### src/rtl/core/krm_pkg.sv
// Shared types and keyword tables for the keyword response matcher.
package krm_pkg;

  // Number of keyword slots in the table, and the longest keyword.
  localparam int KW_SLOTS  = 6;
  localparam int KW_MAXLEN = 5;

  // Field and counter widths.
  localparam int BYTE_W = 8;
  localparam int ID_W   = 3;
  localparam int PROG_W = 3;

  typedef logic [BYTE_W-1:0] byte_t;
  typedef logic [ID_W-1:0]   kw_id_t;
  typedef logic [PROG_W-1:0] prog_t;

  // Keyword characters; unused tail positions hold zero.
  localparam byte_t KW_TEXT [KW_SLOTS][KW_MAXLEN] = '{
    '{"t", "e", "m", "p", ":"},
    '{"g", "a", "s", ":", 8'h00},
    '{"p", "r", "e", "s", ":"},
    '{"l", "a", "t", ":", 8'h00},
    '{"l", "o", "n", ":", 8'h00},
    '{"R", "E", "A", "D", "Y"}
  };

  // Keyword lengths.
  localparam prog_t KW_LEN [KW_SLOTS] = '{
    3'd5, 3'd4, 3'd5, 3'd4, 3'd4, 3'd5
  };

  // Outcome of one byte against all keywords.
  typedef struct packed {
    logic   hit;
    kw_id_t id;
  } match_t;

endpackage

### src/rtl/core/krm_if.sv
// Valid/ready channel interfaces for received bytes and matched keywords.
interface krm_in_if;
  import krm_pkg::*;
  logic  valid;
  logic  ready;
  byte_t rx_byte;

  modport source (output valid, output rx_byte, input ready);
  modport sink (input valid, input rx_byte, output ready);
endinterface

interface krm_out_if;
  import krm_pkg::*;
  logic   valid;
  logic   ready;
  kw_id_t keyword_id;

  modport source (output valid, output keyword_id, input ready);
  modport sink (input valid, input keyword_id, output ready);
endinterface

### src/rtl/core/krm_match.sv
// Parallel compare of one byte against every watched keyword.
module krm_match
  import krm_pkg::*;
#(
  parameter int NUM_KEYWORDS = 6
) (
  input  byte_t                             rx_byte,
  input  logic [NUM_KEYWORDS-1:0][PROG_W-1:0] prog,
  output logic [NUM_KEYWORDS-1:0][PROG_W-1:0] prog_nxt,
  output match_t                            match
);

  logic [NUM_KEYWORDS-1:0][PROG_W-1:0] adv;

  // Advance or clear each counter; a later keyword overrides an earlier hit.
  always_comb begin
    adv          = '0;
    match.hit    = 1'b0;
    match.id     = '0;
    for (int k = 0; k < NUM_KEYWORDS; k++) begin
      if ((prog[k] < KW_LEN[k]) && (KW_TEXT[k][prog[k]] == rx_byte)) begin
        adv[k] = prog[k] + 3'd1;
        if (adv[k] == KW_LEN[k]) begin
          match.hit = 1'b1;
          match.id  = kw_id_t'(k);
        end
      end
    end
  end

  // A completed keyword clears every counter.
  assign prog_nxt = match.hit ? '0 : adv;

endmodule

### src/rtl/core/keyword_response_matcher_top.sv
// Top level of the keyword response matcher: input register, match stage, result register.
//
// The block takes one received byte per cycle. It presents the index of any keyword that
// the byte completes (0 temp:, 1 gas:, 2 pres:, 3 lat:, 4 lon:, 5 READY) from the result
// register once the byte has moved on from the input register. Bytes that complete
// nothing give no result. A byte is registered on entry, compared against all keywords
// combinationally, and a hit waits in the result register. While the result register
// is full and its request is not taken, the byte in the input register waits and the
// input side stalls, whether or not that byte completes a keyword. With the result side
// ready, one byte is taken every cycle. A mismatching byte only clears that keyword's
// counter and is not tried as a new first character, and any completed keyword clears
// all counters.
module keyword_response_matcher_top
  import krm_pkg::*;
#(
  parameter int NUM_KEYWORDS = 6
) (
  input logic clk,
  input logic rst_n,
  krm_in_if.sink    in_ch,
  krm_out_if.source out_ch
);

  // Input register.
  logic  in_valid_r;
  byte_t in_byte_r;

  // Match progress counters and result register.
  logic [NUM_KEYWORDS-1:0][PROG_W-1:0] prog_r;
  logic [NUM_KEYWORDS-1:0][PROG_W-1:0] prog_nxt;
  logic   out_valid_r;
  kw_id_t out_id_r;

  match_t match;
  logic   stage_fire;
  logic   out_free;

  krm_match #(
    .NUM_KEYWORDS (NUM_KEYWORDS)
  ) u_match (
    .rx_byte  (in_byte_r),
    .prog     (prog_r),
    .prog_nxt (prog_nxt),
    .match    (match)
  );

  // The registered byte moves on when the result register can take its outcome.
  assign out_free    = !out_valid_r || out_ch.ready;
  assign stage_fire  = in_valid_r && out_free;
  assign in_ch.ready = !in_valid_r || stage_fire;

  // Input register load.
  always_ff @(posedge clk) begin
    if (!rst_n) begin
      in_valid_r <= 1'b0;
    end else if (in_ch.ready) begin
      in_valid_r <= in_ch.valid;
    end
  end

  always_ff @(posedge clk) begin
    if (in_ch.valid && in_ch.ready) begin
      in_byte_r <= in_ch.rx_byte;
    end
  end

  // Counter update once per processed byte.
  always_ff @(posedge clk) begin
    if (!rst_n) begin
      prog_r <= '0;
    end else if (stage_fire) begin
      prog_r <= prog_nxt;
    end
  end

  // Result register holds a hit until the request is taken.
  always_ff @(posedge clk) begin
    if (!rst_n) begin
      out_valid_r <= 1'b0;
    end else if (out_free) begin
      out_valid_r <= stage_fire && match.hit;
    end
  end

  always_ff @(posedge clk) begin
    if (stage_fire && match.hit) begin
      out_id_r <= match.id;
    end
  end

  assign out_ch.valid      = out_valid_r;
  assign out_ch.keyword_id = out_id_r;

  // A hit clears every counter.
  assert property (@(posedge clk) disable iff (!rst_n)
    (stage_fire && match.hit) |=> (prog_r == '0))
    else $error("counters not cleared after a keyword hit");

  // A reported keyword is one that is watched.
  assert property (@(posedge clk) disable iff (!rst_n)
    out_valid_r |-> (out_id_r < kw_id_t'(NUM_KEYWORDS)))
    else $error("reported keyword index out of range");

  // A byte in the input register is not dropped while the result register is full and not taken.
  assert property (@(posedge clk) disable iff (!rst_n)
    (in_valid_r && !out_free) |=> (in_valid_r && $stable(in_byte_r)))
    else $error("stalled byte lost from the input register");

  // Every counter stays below its keyword length.
  for (genvar k = 0; k < NUM_KEYWORDS; k++) begin : g_prog_chk
    assert property (@(posedge clk) disable iff (!rst_n)
      prog_r[k] < KW_LEN[k])
      else $error("keyword progress counter reached its length");
  end

endmodule

### src/flat_wrapper.sv
// flat-port wrapper written by rule: the top's interface ports become plain ports
module keyword_response_matcher_top_flat import krm_pkg::*;
#(
  parameter int NUM_KEYWORDS = 6
)
  (clk, rst_n, in_ch_valid, in_ch_rx_byte, in_ch_ready, out_ch_valid, out_ch_keyword_id, out_ch_ready);
  krm_in_if in_ch_i ();
  krm_out_if out_ch_i ();
  input logic clk;
  input logic rst_n;
  input wire logic [$bits(in_ch_i.valid)-1:0] in_ch_valid;
  input wire logic [$bits(in_ch_i.rx_byte)-1:0] in_ch_rx_byte;
  output wire logic [$bits(in_ch_i.ready)-1:0] in_ch_ready;
  output wire logic [$bits(out_ch_i.valid)-1:0] out_ch_valid;
  output wire logic [$bits(out_ch_i.keyword_id)-1:0] out_ch_keyword_id;
  input wire logic [$bits(out_ch_i.ready)-1:0] out_ch_ready;
  assign in_ch_i.valid = in_ch_valid;
  assign in_ch_i.rx_byte = in_ch_rx_byte;
  assign in_ch_ready = in_ch_i.ready;
  assign out_ch_valid = out_ch_i.valid;
  assign out_ch_keyword_id = out_ch_i.keyword_id;
  assign out_ch_i.ready = out_ch_ready;
  keyword_response_matcher_top #(.NUM_KEYWORDS(NUM_KEYWORDS)) u_core (.clk(clk), .rst_n(rst_n), .in_ch(in_ch_i), .out_ch(out_ch_i));
endmodule
### config.mk
export PLATFORM = sky130hd
export DESIGN_NAME = keyword_response_matcher_top_flat
export DESIGN_NICKNAME = d
export VERILOG_FILES = /design/src/rtl/core/krm_pkg.sv /design/src/rtl/core/krm_if.sv /design/src/rtl/core/krm_match.sv /design/src/rtl/core/keyword_response_matcher_top.sv /design/src/flat_wrapper.sv
export SDC_FILE = /design/constraint.sdc
export NUM_CORES = 1
export LEC_CHECK = 0
export ABC_AREA = 1
export BUFFER_PORTS_ARGS = -buffer_cell sky130_fd_sc_hd__buf_2
export CORE_ASPECT_RATIO = 1.25
export CORE_MARGIN = 4
export CORE_UTILIZATION = 40
export DETAILED_ROUTE_END_ITERATION = 12
export HOLD_SLACK_MARGIN = 0.1
export PLACE_DENSITY_LB_ADDON = 0.3
export SLEW_MARGIN = 10
export SYNTH_ARGS = -nofsm -noshare
export SYNTH_HDL_FRONTEND = slang
export SYNTH_SLANG_ARGS = --single-unit
export TNS_END_PERCENT = 30
### constraint.sdc
create_clock -name clk -period 1.9 [get_ports clk]
set_input_delay 0 -clock clk [delete_from_list [all_inputs] [get_ports clk]]
set_output_delay 0 -clock clk [all_outputs]
set_load 0.02 [all_outputs]
* Yosys cells after proc, flatten, opt, wreduce, memory -nomap -nowiden
Memory sizes are Yosys's and may differ from the RTL's.
Index checks and enable logic that the tools add are counted.
** Word-level totals
- Output and inout bits :: 5
- Bits in registers :: 31
- Memories :: 6
- Word-level logic and storage cells :: 96
- Bits in read-only memories :: 384
** Operators by class
- Muxes and demuxes :: 31
- Add/sub/neg operators :: 6
- Reduce and logical (&&, ||, !) cells :: 13
- Bitwise operators :: 6
- Order comparisons :: 12
- Equality and inequality tests :: 12
** Memories
- (name not given) :: depth 8, bits a word 8, rd ports 1, clocked after memory_dff 0, wr ports 0, line krm_match.sv:21 : if ((prog[k] < KW_LEN[k]) && (KW_TEXT[k][prog[k]] == rx_byte)) begin
- (name not given) :: depth 8, bits a word 8, rd ports 1, clocked after memory_dff 0, wr ports 0, line krm_match.sv:21
- (name not given) :: depth 8, bits a word 8, rd ports 1, clocked after memory_dff 0, wr ports 0, line krm_match.sv:21
- (name not given) :: depth 8, bits a word 8, rd ports 1, clocked after memory_dff 0, wr ports 0, line krm_match.sv:21
- (name not given) :: depth 8, bits a word 8, rd ports 1, clocked after memory_dff 0, wr ports 0, line krm_match.sv:21
- (name not given) :: depth 8, bits a word 8, rd ports 1, clocked after memory_dff 0, wr ports 0, line krm_match.sv:21
** Operators with widths (number)
- two-way mux 8 bit :: 12
- == test 8 bit :: 6
- two-way mux 4 bit :: 12
- >= comparator 4 bit (second input constant) :: 6
- inverter 3 -> 4 bit :: 6
- adder 3 x 1 -> 3 bit (second input constant) :: 6
- == test 3 bit (second input constant) :: 6
- less-than comparator 3 bit (second input constant) :: 6
- two-way mux 18 bit :: 1
- two-way mux 3 bit :: 6
- logical AND 1 bit :: 9
- logical NOT 1 bit :: 2
- logical OR 1 bit :: 2

* Depth between registers and ports, before layout
Gate-level depths: netlist (run 1).
- Depth in word-level cells :: 18
- Gate-level depth with buffers :: 14

* Hierarchy
From an unflattened synthesis (run 1), not the netlist that was laid out.
** Unflattened totals
- Cells, all modules :: 393
- Area total of the unflattened synthesis :: 2672.6 um2
** By module, submodules not included
- krm_match :: sequential area each 0.0 um2, area each 1385.1 um2, instances 1, cells each 248
- keyword_response_matcher_top :: sequential area each 730.7 um2, area each 1287.5 um2, instances 1, cells each 145

* Worst setup path after synthesis (run 1)
Ideal clock, no wire load.
- Path type :: register -> register
- Start :: register u_core.prog_r[15] in the netlist's numbering
- End :: register u_core.out_id_r[0] (netlist: u_core.out_ch.keyword_id[0]), enable pin
- Path slack :: -0.127 ns
- Period minus slack after synthesis :: 2.027 ns
- Data arrival time :: 1.700 ns
- Library setup time :: 0.327 ns
- Stages on the path, launching flop included :: 13
- Data required time :: 1.573 ns
- Path through :: dfxtp_1 > inv_1 > ha_1 > inv_1 > nand2_1 > nand2_1 > nor2_1 > nor2_1 > nor2_1 > nand3_1 > nand2_4 > nor2_4 > a21oi_1
** Between the ends
- Longest elaborated chain between the ends :: 8
- Elaborated cells between the ends (all ways) :: 12
- Those cells by class :: add/sub (1); order compare (1); eq/ne (2); mux (4); bitwise (1); reduce/logical (2); memory (1)
** Ends and longest elaborated chain
- start, declared :: line keyword_response_matcher_top.sv:29 : logic [NUM_KEYWORDS-1:0][PROG_W-1:0] prog_r;
- start signal, assigned :: line keyword_response_matcher_top.sv:72 : prog_r <= prog_nxt;
- inverter 3 -> 4 bit (not written as such) :: line krm_match.sv:21
- memory (8 x 8 bit)
- two-way mux 8 bit (not written as such) (2 in series) :: line krm_match.sv:21
- == test 8 bit :: line krm_match.sv:21
- logical AND 1 bit :: line krm_match.sv:21
- two-way mux 4 bit * :: line krm_match.sv:21
- logical AND 1 bit * :: line keyword_response_matcher_top.sv:86 : if (stage_fire && match.hit) begin
- end signal, assigned :: line keyword_response_matcher_top.sv:87 : out_id_r <= match.id;
- end, declared :: line keyword_response_matcher_top.sv:32 : kw_id_t out_id_r;
Every way passes the cells marked *; elsewhere a longest branch is shown, timed or not. The select of a mux whose other input is x is not followed.
A chain may end at the register's enable or synchronous reset.

* Final worst setup path (run 1)
- Start :: register u_core.in_byte_r[3]
- End :: register u_core.out_id_r[0] (netlist: u_core.out_ch.keyword_id[0]), enable pin
** Between the ends
- Longest elaborated chain between the ends :: 14
- Elaborated cells between the ends (all ways) :: 24
- Those cells by class :: eq/ne (6); mux (11); reduce/logical (7)
** Ends and longest elaborated chain
- start, declared :: line keyword_response_matcher_top.sv:26 : byte_t in_byte_r;
- start signal, assigned :: line keyword_response_matcher_top.sv:63 : in_byte_r <= in_ch.rx_byte;
- == test 8 bit :: line krm_match.sv:21
- logical AND 1 bit :: line krm_match.sv:21
- two-way mux 4 bit :: line krm_match.sv:21
- two-way mux 4 bit :: line krm_match.sv:23 : if (adv[k] == KW_LEN[k]) begin
- two-way mux 4 bit :: line krm_match.sv:21
- two-way mux 4 bit :: line krm_match.sv:23
- two-way mux 4 bit :: line krm_match.sv:21
- two-way mux 4 bit :: line krm_match.sv:23
- two-way mux 4 bit :: line krm_match.sv:21
- two-way mux 4 bit :: line krm_match.sv:23
- two-way mux 4 bit :: line krm_match.sv:21
- two-way mux 4 bit :: line krm_match.sv:23
- two-way mux 4 bit * :: line krm_match.sv:21
- logical AND 1 bit * :: line keyword_response_matcher_top.sv:86
Every way passes the cells marked *; elsewhere a longest branch is shown, timed or not.

==> metrics.csv, run 1 <==
stage;metric;value;unit
placement;hpwl;5.23;mm
cells_and_area;multiInputGateArea;1800;sq um
sta;fin_crit_sh;107;%
cells_and_area;layout-area-overhead-vs-synth;48.5;%
floorplanning;initial_core_util;42.0;%
power;ir_worst_vdd;538;uV
sta;timing.final.ws_setup;-0.126;ns
detailed_routing;drc;0;
power;p_switching;0.412;mW
outcome;status;complete, but fails checks;
global_routing;grt_pass1_vias;2787;
setup_path;worst_setup_path_end_kind;register;
detailed_routing;drt_iter0_drc;224;
clocking;htree_levels;2;
cells_and_area;fin_cells;550;
setup_path;r2r_cells;10;
placement;gp_congestion;0.884;
power;seqPwrFrac;48.4;%
synth;yosysTopAreaCell;dfxtp_1;
sta;hold_viol;0;
setup_path;critPathRequiredTime;1.89;ns
power;combPwrFrac;16.8;%
detailed_routing;vias;2893;
cells_and_area;seqCellArea;753;sq um
synth;syn_inst;367;
synth;syn_avg_cell_area;6.79;sq um
global_routing;antenna_found_initial;0;
setup_path;critPathArrivalTime;2.02;ns
global_routing;grt_pass1_wl;12.3;mm
sta;worst_hold_slack;0.422;ns
synth;syn_nets;403;
synth;ys_seq_elements;31;
power;p_clk_share;34.8;%
worst_hold_path;hold_path_end;u_core.in_byte_r[1];
synth;ys_warn_count;0;
power;p_leak;1.57;nW
cells_and_area;final_nets;503;
floorplanning;core-area;5930;sq um
detailed_routing;ant_nets;0;
sta;fin_crit;2.03;ns
power;swShare;28.1;%
power;finalPower;1.46;mW
outcome;violations;negative setup slack;
setup_path;rrSetupSlack;-0.13;ns
clocking;cts_buffers;5;
flow_run;cap_violations;0;
placement;post-place-cells;507;
sta;max_freq;494;MHz
worst_hold_path;hold_depth;2;
synth;ys_seq_area_share;29.3;%
synth;synthTopCellsByArea;dfxtp_1 (16%), edfxtp_1 (13%), nand2_1 (13%), ha_1 (12%), nor2_1 (8.7%);
worst_hold_path;holdCritPathClass;input port to register;
power;cellPowerDensity;396;nW/um^2
worst_hold_path;min_from;in_ch_rx_byte[1];
power;p_int;1.05;mW
global_routing;grt_overflow;0;
clocking;path_clk_slew;0.07;ns
synth;synth.distinct_cells;31;
detailed_routing;viasPerCell;5.26;
floorplanning;ios;17;
cells_and_area;n_fill_cell;498;
sta;relSlewSlack;57.2;%
sta;skew;0.00556;ns
placement;port_buffers;16;
floorplanning;die-area;7560;sq um
detailed_routing;drt-total-wl;8.15;mm
sta;grt_setup_unrepaired;yes;
sta;tightestPinTransition;0.638;ns
sta;slew_violations;0;
floorplanning;rows;31;
clocking;tritoncts;yes;
synth;syn_area;2490;sq um
clocking;ctsLongestPathBuffers;2;
cells_and_area;final_common_cell;nand2_1;
cells_and_area;layout_common_cells;nand2_1 (76), buf_4 (67), nor2_1 (45);
setup_path;crit_type;register to register;
setup_path;worstReg2RegEnd;u_core.out_ch.keyword_id[0];
setup_path;worstSetupStartpointType;register;
global_routing;track_usage;20.8;%
detailed_routing;wl_per_cell;14.8;um
synth;synth_top_area_share;16.1;%
global_routing;grt_max_degree;18;
detailed_routing;firstDrtPassIters;5;
floorplanning;die_w;78.6;um
setup_path;cp_max_fo;6;
setup_path;r2r-start;u_core.in_byte_r[3];
clocking;cts.sinks;31;
sta;finalSetupViolations;14;
floorplanning;die_h;96.2;um
clocking;clock_latency;0.29;ns
cells_and_area;diodes;0;
clocking;cts_root_buffer;clkbuf_8;
cells_and_area;final_layout_size_suffix_gt1_share;38.2;%
==> through the flow <==
stage / area, sq um / setup slack, ns / TNS (ns) / utilization (%)
2_1_floorplan: 2510 / 0.00641 / 0 / -
6_report: 3700 / -0.126 / -0.892 / 62.3
5_1_grt: 3700 / -0.219 / -2.86 / 62.3
4_1_cts: 3400 / -0.0150 / -0.0344 / 57.3
3_3_place_gp: 3000 / -0.105 / -0.624 / 50.5
3_5_place_dp: 3000 / -0.166 / -1.84 / 50.5
==> per-layer routing <==
metal | track usage, % | share of wire (%)
met5 | 0 | 0
met4 | 13.1 | 5.3
met3 | 2.62 | 5.2
met2 | 38.7 | 51
met1 | 22.2 | 38
==> how the worst max path moves through the flow <==
| stage | start | end | cells after the start |
|---|---|---|---|
| 2_1_floorplan | u_core.prog_r[15] | u_core.out_ch.keyword_id[0] | 11 |
| 3_3_place_gp | u_core.prog_r[12] | u_core.out_ch.keyword_id[2] | 10 |
| 4_1_cts | u_core.prog_r[10] | u_core.prog_r[7] | 12 |
| 3_5_place_dp | u_core.prog_r[12] | u_core.out_ch.keyword_id[2] | 10 |
| 5_1_grt | u_core.in_byte_r[3] | u_core.out_ch.keyword_id[2] | 10 |
| 6_report | u_core.in_byte_r[3] | u_core.out_ch.keyword_id[0] | 10 |
==> synth_stat cells <==
cell type,instances
a21oi_1,25
a21oi_2,1
a22o_1,1
and2_1,1
buf_4,2
buf_6,4
clkbuf_1,2
clkinv_1,1
dfxtp_1,20
edfxtp_1,11
ha_1,24
inv_1,42
inv_2,6
inv_4,1
nand2_1,85
nand2_2,2
nand2_4,2
nand3_1,35
nand3b_1,1
nand4_1,15
nor2_1,58
nor2_4,2
nor3_1,2
o2111ai_1,2
o211ai_1,2
o21ai_0,7
o21ai_1,1
o22ai_1,1
or2_1,1
xnor2_1,1
xor2_1,9
==> final cells by class <==
type | instances | area share, %
clock buffers | 6 | 1.96
clock inverters | 2 | 0.203
inverters | 50 | 5.14
multi-input cells | 279 | 48.7
flip-flops and latches | 31 | 20.4
well taps | 82 | 2.77
repair buffers | 100 | 20.8
==> flip-flops by register name, summed over array words and instances, names as in the netlist <==
signal / cells
u_core.in_byte_r: 8
u_core.in_valid_r: 1
u_core.out_ch.keyword_id: 3
u_core.prog_r: 18
u_core.out_ch.valid: 1
==> power groups by stage <==
stage / clock, mW / sequential, mW / combinational [mW]
after floorplan: 0 / 0.721 / 0.117
after global placement: 0 / 0.730 / 0.178
after detailed placement: 0 / 0.730 / 0.180
after CTS: 0.521 / 0.711 / 0.213
after global routing: 0.538 / 0.709 / 0.265
final: 0.509 / 0.709 / 0.245
==> critical path, cell delays in order, from the launching register on <==
cell      delay [ns]
edfxtp_1        0.55
inv_2           0.12
nand2_2         0.10
nand2_2         0.05
a21oi_2         0.13
nand2_1         0.11
nor2_2          0.12
nand4_1         0.15
nand2_2         0.16
nor2_4          0.06
a21oi_4         0.17
==> logic make-up (layout without fill, tap and decap cells) <==
| kind of cell | Yosys count | in the layout | share of synthesized area [%] |
|---|---|---|---|
| buffers and inverters | 58 | 158 | 10.3 |
| AO/OA/AOI/OAI | 40 | 40 | 8.89 |
| AND/OR/NAND/NOR | 204 | 205 | 35.9 |
| adder cells (fa/ha/maj) | 24 | 24 | 12.1 |
| XOR/XNOR | 10 | 10 | 3.52 |
| flip-flops | 31 | 31 | 29.3 |
==> what timing repair did <==
action / 4_1_cts / 5_1_grt
buffers inserted: 13 / 10
gates cloned: 0 / 1
setup endpoints to repair: 23 / 24
gates resized for setup: 31 / 56
hold buffers: 11 / 0
endpoints found under the hold margin: 13 / 0
pin swaps: 18 / 36
No activity file was read; power rests on OpenSTA's default activity.
==> run 2: changes to the inputs <==
- CELL_PAD_IN_SITES_DETAIL_PLACEMENT: default -> 1
- CELL_PAD_IN_SITES_GLOBAL_PLACEMENT: default -> 2
- CORE_UTILIZATION: 40 -> 37
- HOLD_SLACK_MARGIN: 0.1 -> default
- clock period: 1.9 -> 2.4 ns (I/O delays scaled with it)
==> run 2 against run 1 <==
Compared with the run above:
- the flow now finishes without violations
- worst hold slack got worse by 0.41 ns
- register-to-register slack improved by 0.39 ns
- setup slack improved by 0.39 ns
- sequential share of layout area up 5.0 points
- largest power group unchanged
- highest routed layer unchanged
==> metrics.csv, run 2 (synthesis gave the netlist of run 1 again) <==
stage;metric;value;unit
outcome;status;finished clean;
floorplanning;ios;17;
sta;grt_setup_unrepaired;no;
cells_and_area;largest_reg_flops;18;
detailed_routing;drc;0;
floorplanning;die_w;81.4;um
power;p_leak;1.24;nW
clocking;cts_root_buffer;clkbuf_8;
clocking;cts.sinks;31;
clocking;ctsLongestPathBuffers;2;
sta;hold_viol;0;
global_routing;antenna_found_initial;0;
floorplanning;core-area;6570;sq um
setup_path;r2r_cells;10;
sta;max_freq;468;MHz
detailed_routing;firstDrtPassIters;4;
clocking;cts_buffers;5;
cells_and_area;n_fill_cell;853;
cells_and_area;final_nets;436;
worst_hold_path;holdCritPathClass;input port to register;
floorplanning;die-area;8120;sq um
global_routing;grt_pass1_wl;13.0;mm
detailed_routing;vias;2492;
global_routing;grt_max_degree;18;
global_routing;grt_overflow;0;
cells_and_area;layout_common_cells;nand2_1 (85), nor2_1 (57), inv_1 (42);
detailed_routing;wl_per_cell;15.9;um
setup_path;crit_type;register to register;
setup_path;worst_setup_path_end_kind;register;
global_routing;use_met3;2.99;%
worst_hold_path;hold_depth;4;
global_routing;grt_pass1_vias;2673;
cells_and_area;layout-area-overhead-vs-synth;15.7;%
detailed_routing;ant_nets;0;
setup_path;r2r-start;u_core.prog_r[12];
cells_and_area;stdcell_area;2880;sq um
setup_path;crit_slowest_cell;dfxtp_1;
sta;relSlewSlack;60.1;%
cells_and_area;final_common_cell;nand2_1;
placement;gp_congestion;0.853;
setup_path;crit_chain;ha_1 -> inv_1 -> ha_1 -> nor2_1 -> nor2_1 -> nor2_1 -> nand4_1 -> nand2_4 -> nor2_4 -> a21oi_4;
sta;worst_hold_slack;0.00702;ns
clocking;clock_latency;0.30;ns
placement;hpwl;5.90;mm
sta;slew_violations;0;
placement;placed_area;2670;sq um
sta;fin_crit_sh;89.0;%
sta;finalSetupViolations;0;
setup_path;worstSetupStartpointType;register;
floorplanning;die_h;99.7;um
detailed_routing;drt_iter0_drc;85;
cells_and_area;regMostFlops;u_core.prog_r;
setup_path;critPathRequiredTime;2.40;ns
cells_and_area;diodes;0;
sta;finalSetupTns;0;ns
clocking;path_clk_slew;0.07;ns
setup_path;worst_path_largest_cell_delay;0.40;ns
setup_path;cp_max_fo;8;
setup_path;rrSetupSlack;0.26;ns
cells_and_area;final_layout_size_suffix_gt1_share;11.7;%
clocking;htree_levels;2;
power;cellPowerDensity;390;nW/um^2
global_routing;met1_usage;23.8;%
power;ir_worst_vdd;271;uV
sta;skew;0.0149;ns
setup_path;critPathLaunch;u_core.prog_r[12];
detailed_routing;viasPerCell;5.11;
global_routing;grt_use_met2;39.5;%
setup_path;worstSetupEndpoint;u_core.out_ch.keyword_id[1];
setup_path;critPathArrivalTime;2.14;ns
setup_path;worstReg2RegEnd;u_core.out_ch.keyword_id[1];
global_routing;top_usage_layer;met2;
setup_path;crit_top_cell;nor2_1;
floorplanning;initial_core_util;37.9;%
detailed_routing;drt-total-wl;7.74;mm
flow_run;cap_violations;0;
sta;tightestPinTransition;0.595;ns
global_routing;track_usage;21.1;%
sta;fin_crit;2.14;ns
placement;port_buffers;16;
clocking;tritoncts;yes;
worst_hold_path;min_from;out_ch_ready;
floorplanning;rows;33;
## run 2: cell count changes in the layout (fill, tap and decap cells not counted), moves of 6 or more
| cell | previous run | this run |
|---|---|---|
| nand2_1 | 76 | 85 |
| nor2_2 | 12 | 1 |
| nand2_2 | 9 | 2 |
| ha_4 | 10 | 0 |
| inv_2 | 15 | 6 |
| nand3_1 | 28 | 35 |
| buf_4 | 67 | 7 |
| dfxtp_1 | 10 | 19 |
| ha_1 | 9 | 24 |
| nand3_2 | 6 | 0 |
| nor2_1 | 45 | 57 |
| inv_1 | 33 | 42 |
## run 2: timing repair
action / CTS / global route
hold endpoints to repair: 11 / 0
setup endpoints to repair: 0 / 9
hold buffers: 10 / 0
buffers inserted: 0 / 1
gates resized for setup: 0 / 4
## run 2: stage by stage
step	power, mW	std cells	utilization [%]	setup slack (ns)
floorplan	0.663	367	-	0.373
global placement	0.704	469	40.6	0.0790
detailed placement	0.707	469	40.6	0.0302
CTS	1.14	487	43.4	0.0319
global route	1.18	488	43.9	0.0262
finish	1.12	488	43.9	0.264
## run 2: critical path, delay by kind of cell (launching register included)
kind / cells / cell delay, ns
DFF: 1 / 0.40
AOI/OAI and AO/OA: 1 / 0.16
and+or+nand+nor: 6 / 0.83
buffers and inverters: 1 / 0.05
adders and majority gates: 2 / 0.40
## run 2: where the power goes
| group | total [mW] | internal [mW] | switching [mW] | leakage [nW] |
|---|---|---|---|---|
| Combinational | 0.134 | 0.0517 | 0.0824 | 0.922 |
| Sequential | 0.574 | 0.554 | 0.0200 | 0.270 |
| Clock | 0.415 | 0.199 | 0.216 | 0.0426 |
| Total | 1.12 | 0.805 | 0.318 | 1.24 |
## run 2: metal layers
| layer | share of wire [%] | up-vias |
|---|---|---|
| li1 | - | 1254 |
| met1 | 41 | 1194 |
| met2 | 54 | 30 |
| met5 | 0 | - |
| met3 | 2.6 | 14 |
| met4 | 2.1 | 0 |
## run 2: worst min path at each step
stage,endpoint
after floorplan,u_core.in_byte_r[0]
after global placement,u_core.in_byte_r[0]
after detailed placement,u_core.in_byte_r[2]
after CTS,u_core.out_ch.valid
after global routing,u_core.out_ch.valid
final,u_core.out_ch.valid
## run 2: cell type report
cell class,instances,area (sq um),share of cell area (%)
clock inverters,2,8.76,0.304
clock buffers,6,72.6,2.52
well taps,87,109,3.78
flip-flops and latches,31,732,25.4
repair buffers,34,253,8.77
multi-input cells,278,1520,52.6
inverters,50,190,6.60
==> run 3: changes to the inputs <==
- HOLD_SLACK_MARGIN: default -> 0.03
==> run 3 against run 2 <==
Compared with the run above:
- critical path depth increased by 3
- clock-buffer cell count unchanged
- sequential cell count unchanged
- first-iteration DRC count increased by 11%
- combinational power about the same
- power about the same
- global-route usage increased by 0.055 points
- maximum frequency about the same
- cell count increased by 0.20%
- via count about the same
- critical path type unchanged
- critical endpoint is now u_core.out_ch.valid
- largest power group unchanged
- highest routed layer unchanged
==> metrics.csv, run 3 (synthesis gave the netlist of run 1 again) <==
stage;metric;value;unit
floorplanning;die-area;8120;sq um
setup_path;worstSetupStartpointType;register;
clocking;tritoncts;yes;
sta;fin_crit;2.13;ns
placement;hpwl;5.90;mm
setup_path;crit_slowest_cell;dfxtp_1;
outcome;status;finished clean;
cells_and_area;regMostFlops;u_core.prog_r;
setup_path;worst_setup_path_end_kind;register;
cells_and_area;final_layout_size_suffix_gt1_share;11.7;%
detailed_routing;firstDrtPassIters;4;
global_routing;grt_max_degree;18;
detailed_routing;vias;2494;
worst_hold_path;min_from;in_ch_rx_byte[0];
worst_hold_path;hold_depth;2;
detailed_routing;drt_iter0_drc;94;
worst_hold_path;holdCritPathClass;input port to register;
detailed_routing;wl_per_cell;15.9;um
clocking;cts.sinks;31;
cells_and_area;fin_cells;489;
power;finalPower;1.12;mW
floorplanning;initial_core_util;37.9;%
setup_path;cp_num_buf_inv;2;
sta;relSlewSlack;59.8;%
clocking;htree_levels;2;
placement;port_buffers;16;
setup_path;worst_path_largest_cell_delay;0.40;ns
cells_and_area;fin_util;44.0;%
sta;grt_setup_unrepaired;no;
power;ir_worst_vdd;271;uV
global_routing;grt_pass1_wl;13.0;mm
setup_path;crit_type;register to register;
setup_path;crit_chain;ha_1 -> ha_1 -> inv_1 -> nand2_1 -> nand4_1 -> nor2_1 -> nand4_1 -> nand2_1 -> nor2_4 -> buf_12 -> nand2_4 -> nand2_2 -> a21oi_2;
flow_run;cap_violations;0;
setup_path;r2r-start;u_core.prog_r[10];
sta;hold_viol;0;
setup_path;critPathRequiredTime;2.61;ns
clocking;cts_buffers;5;
detailed_routing;drc;0;
placement;post-place-cells;469;
floorplanning;rows;33;
global_routing;grt_pass1_vias;2675;
cells_and_area;layout_common_cells;nand2_1 (85), nor2_1 (57), inv_1 (42);
clocking;cts_root_buffer;clkbuf_8;
detailed_routing;viasPerCell;5.10;
setup_path;worstReg2RegEnd;u_core.out_ch.valid;
floorplanning;die_h;99.7;um
detailed_routing;ant_nets;0;
sta;max_freq;468;MHz
sta;fin_crit_sh;88.9;%
cells_and_area;final_common_cell;nand2_1;
power;p_leak;1.24;nW
setup_path;cp_max_fo;9;
clocking;ctsLongestPathBuffers;2;
placement;gp_congestion;0.853;
sta;finalSetupTns;0;ns
clocking;path_clk_slew;0.08;ns
setup_path;rrSetupSlack;0.27;ns
detailed_routing;drt-total-wl;7.77;mm
floorplanning;ios;17;
global_routing;track_usage;21.2;%
power;cellPowerDensity;389;nW/um^2
setup_path;r2r_cells;13;
worst_hold_path;hold_path_end;u_core.in_byte_r[0];
cells_and_area;layout-area-overhead-vs-synth;16.1;%
floorplanning;die_w;81.4;um
cells_and_area;diodes;0;
sta;slew_violations;0;
sta;tightestPinTransition;0.600;ns
floorplanning;core-area;6570;sq um
cells_and_area;largest_reg_flops;18;
global_routing;grt_overflow;0;
setup_path;critPathTopFamily;simple AND/OR/NAND/NOR gates;
setup_path;critPathArrivalTime;2.34;ns
global_routing;antenna_found_initial;0;
sta;skew;0.0146;ns
cells_and_area;final_nets;437;
clocking;clock_latency;0.30;ns
sta;finalSetupViolations;0;
## run 3: changes by cell type in the layout (fill, tap and decap cells not counted)
cell / before / now
dlygate4sd3_1: 10 / 11
## run 3: worst max path at each step
stage / startpoint / to / slack [ns] / cells past startpoint
6_report: u_core.prog_r[10] / u_core.out_ch.valid / 0.27 / 13
3_5_place_dp: u_core.prog_r[15] / u_core.out_ch.keyword_id[0] / 0.03 / 12
2_1_floorplan: u_core.prog_r[15] / u_core.out_ch.keyword_id[0] / 0.37 / 12
5_1_grt: u_core.prog_r[16] / u_core.out_ch.valid / 0.03 / 15
4_1_cts: u_core.prog_r[15] / u_core.out_ch.keyword_id[1] / 0.03 / 12
3_3_place_gp: u_core.prog_r[15] / u_core.out_ch.keyword_id[0] / 0.08 / 12
## run 3: timing repair
action / 4_1_cts / 5_1_grt
resized for setup: 0 / 4
hold buffers: 11 / 0
hold endpoints to repair: 13 / 0
buffers inserted: 0 / 1
endpoints found under the setup margin: 0 / 9
## run 3: per-layer routing
layer  up-vias  track usage, %  part of all wire (%)
met2        30            39.6                    54
met1      1196            23.9                    41
met3        13            2.99                   2.8
met5         -               0                     0
met4         0            7.02                   2.0
li1       1255               -                     -
## run 3: report_power, final
part           total [mW]  internal, mW  switching, mW  leakage, nW
sequential          0.573         0.554         0.0199        0.270
clock               0.415         0.199          0.215       0.0426
combinational       0.135        0.0528         0.0827        0.927
total                1.12         0.806          0.318         1.24
## run 3: worst reg2reg max path, delay by kind of cell (launching register included)
family	cells	cell delay [ns]
AND/OR/NAND/NOR	8	0.85
buffers and inverters	2	0.20
flip-flops	1	0.40
AO/OA/AOI/OAI	1	0.13
adder cells (fa/ha/maj)	2	0.48
## run 3: stage by stage
stage | hold slack, ns | area, sq um | setup WS (ns)
floorplan | 0.0989 | 2490 | 0.373
finish | 0.408 | 2890 | 0.266
global placement | 0.177 | 2670 | 0.0790
global route | 0.422 | 2890 | 0.0262
detailed placement | 0.179 | 2670 | 0.0302
CTS | 0.404 | 2860 | 0.0319
## run 3: layout make-up
class,count,area (sq um)
Clock buffer,6,72.6
Timing Repair Buffer,35,263
Inverter,50,190
Fill cell,852,3670
Multi-Input combinational cell,278,1520
Clock inverter,2,8.76
Tap cell,87,109
Sequential cell,31,732
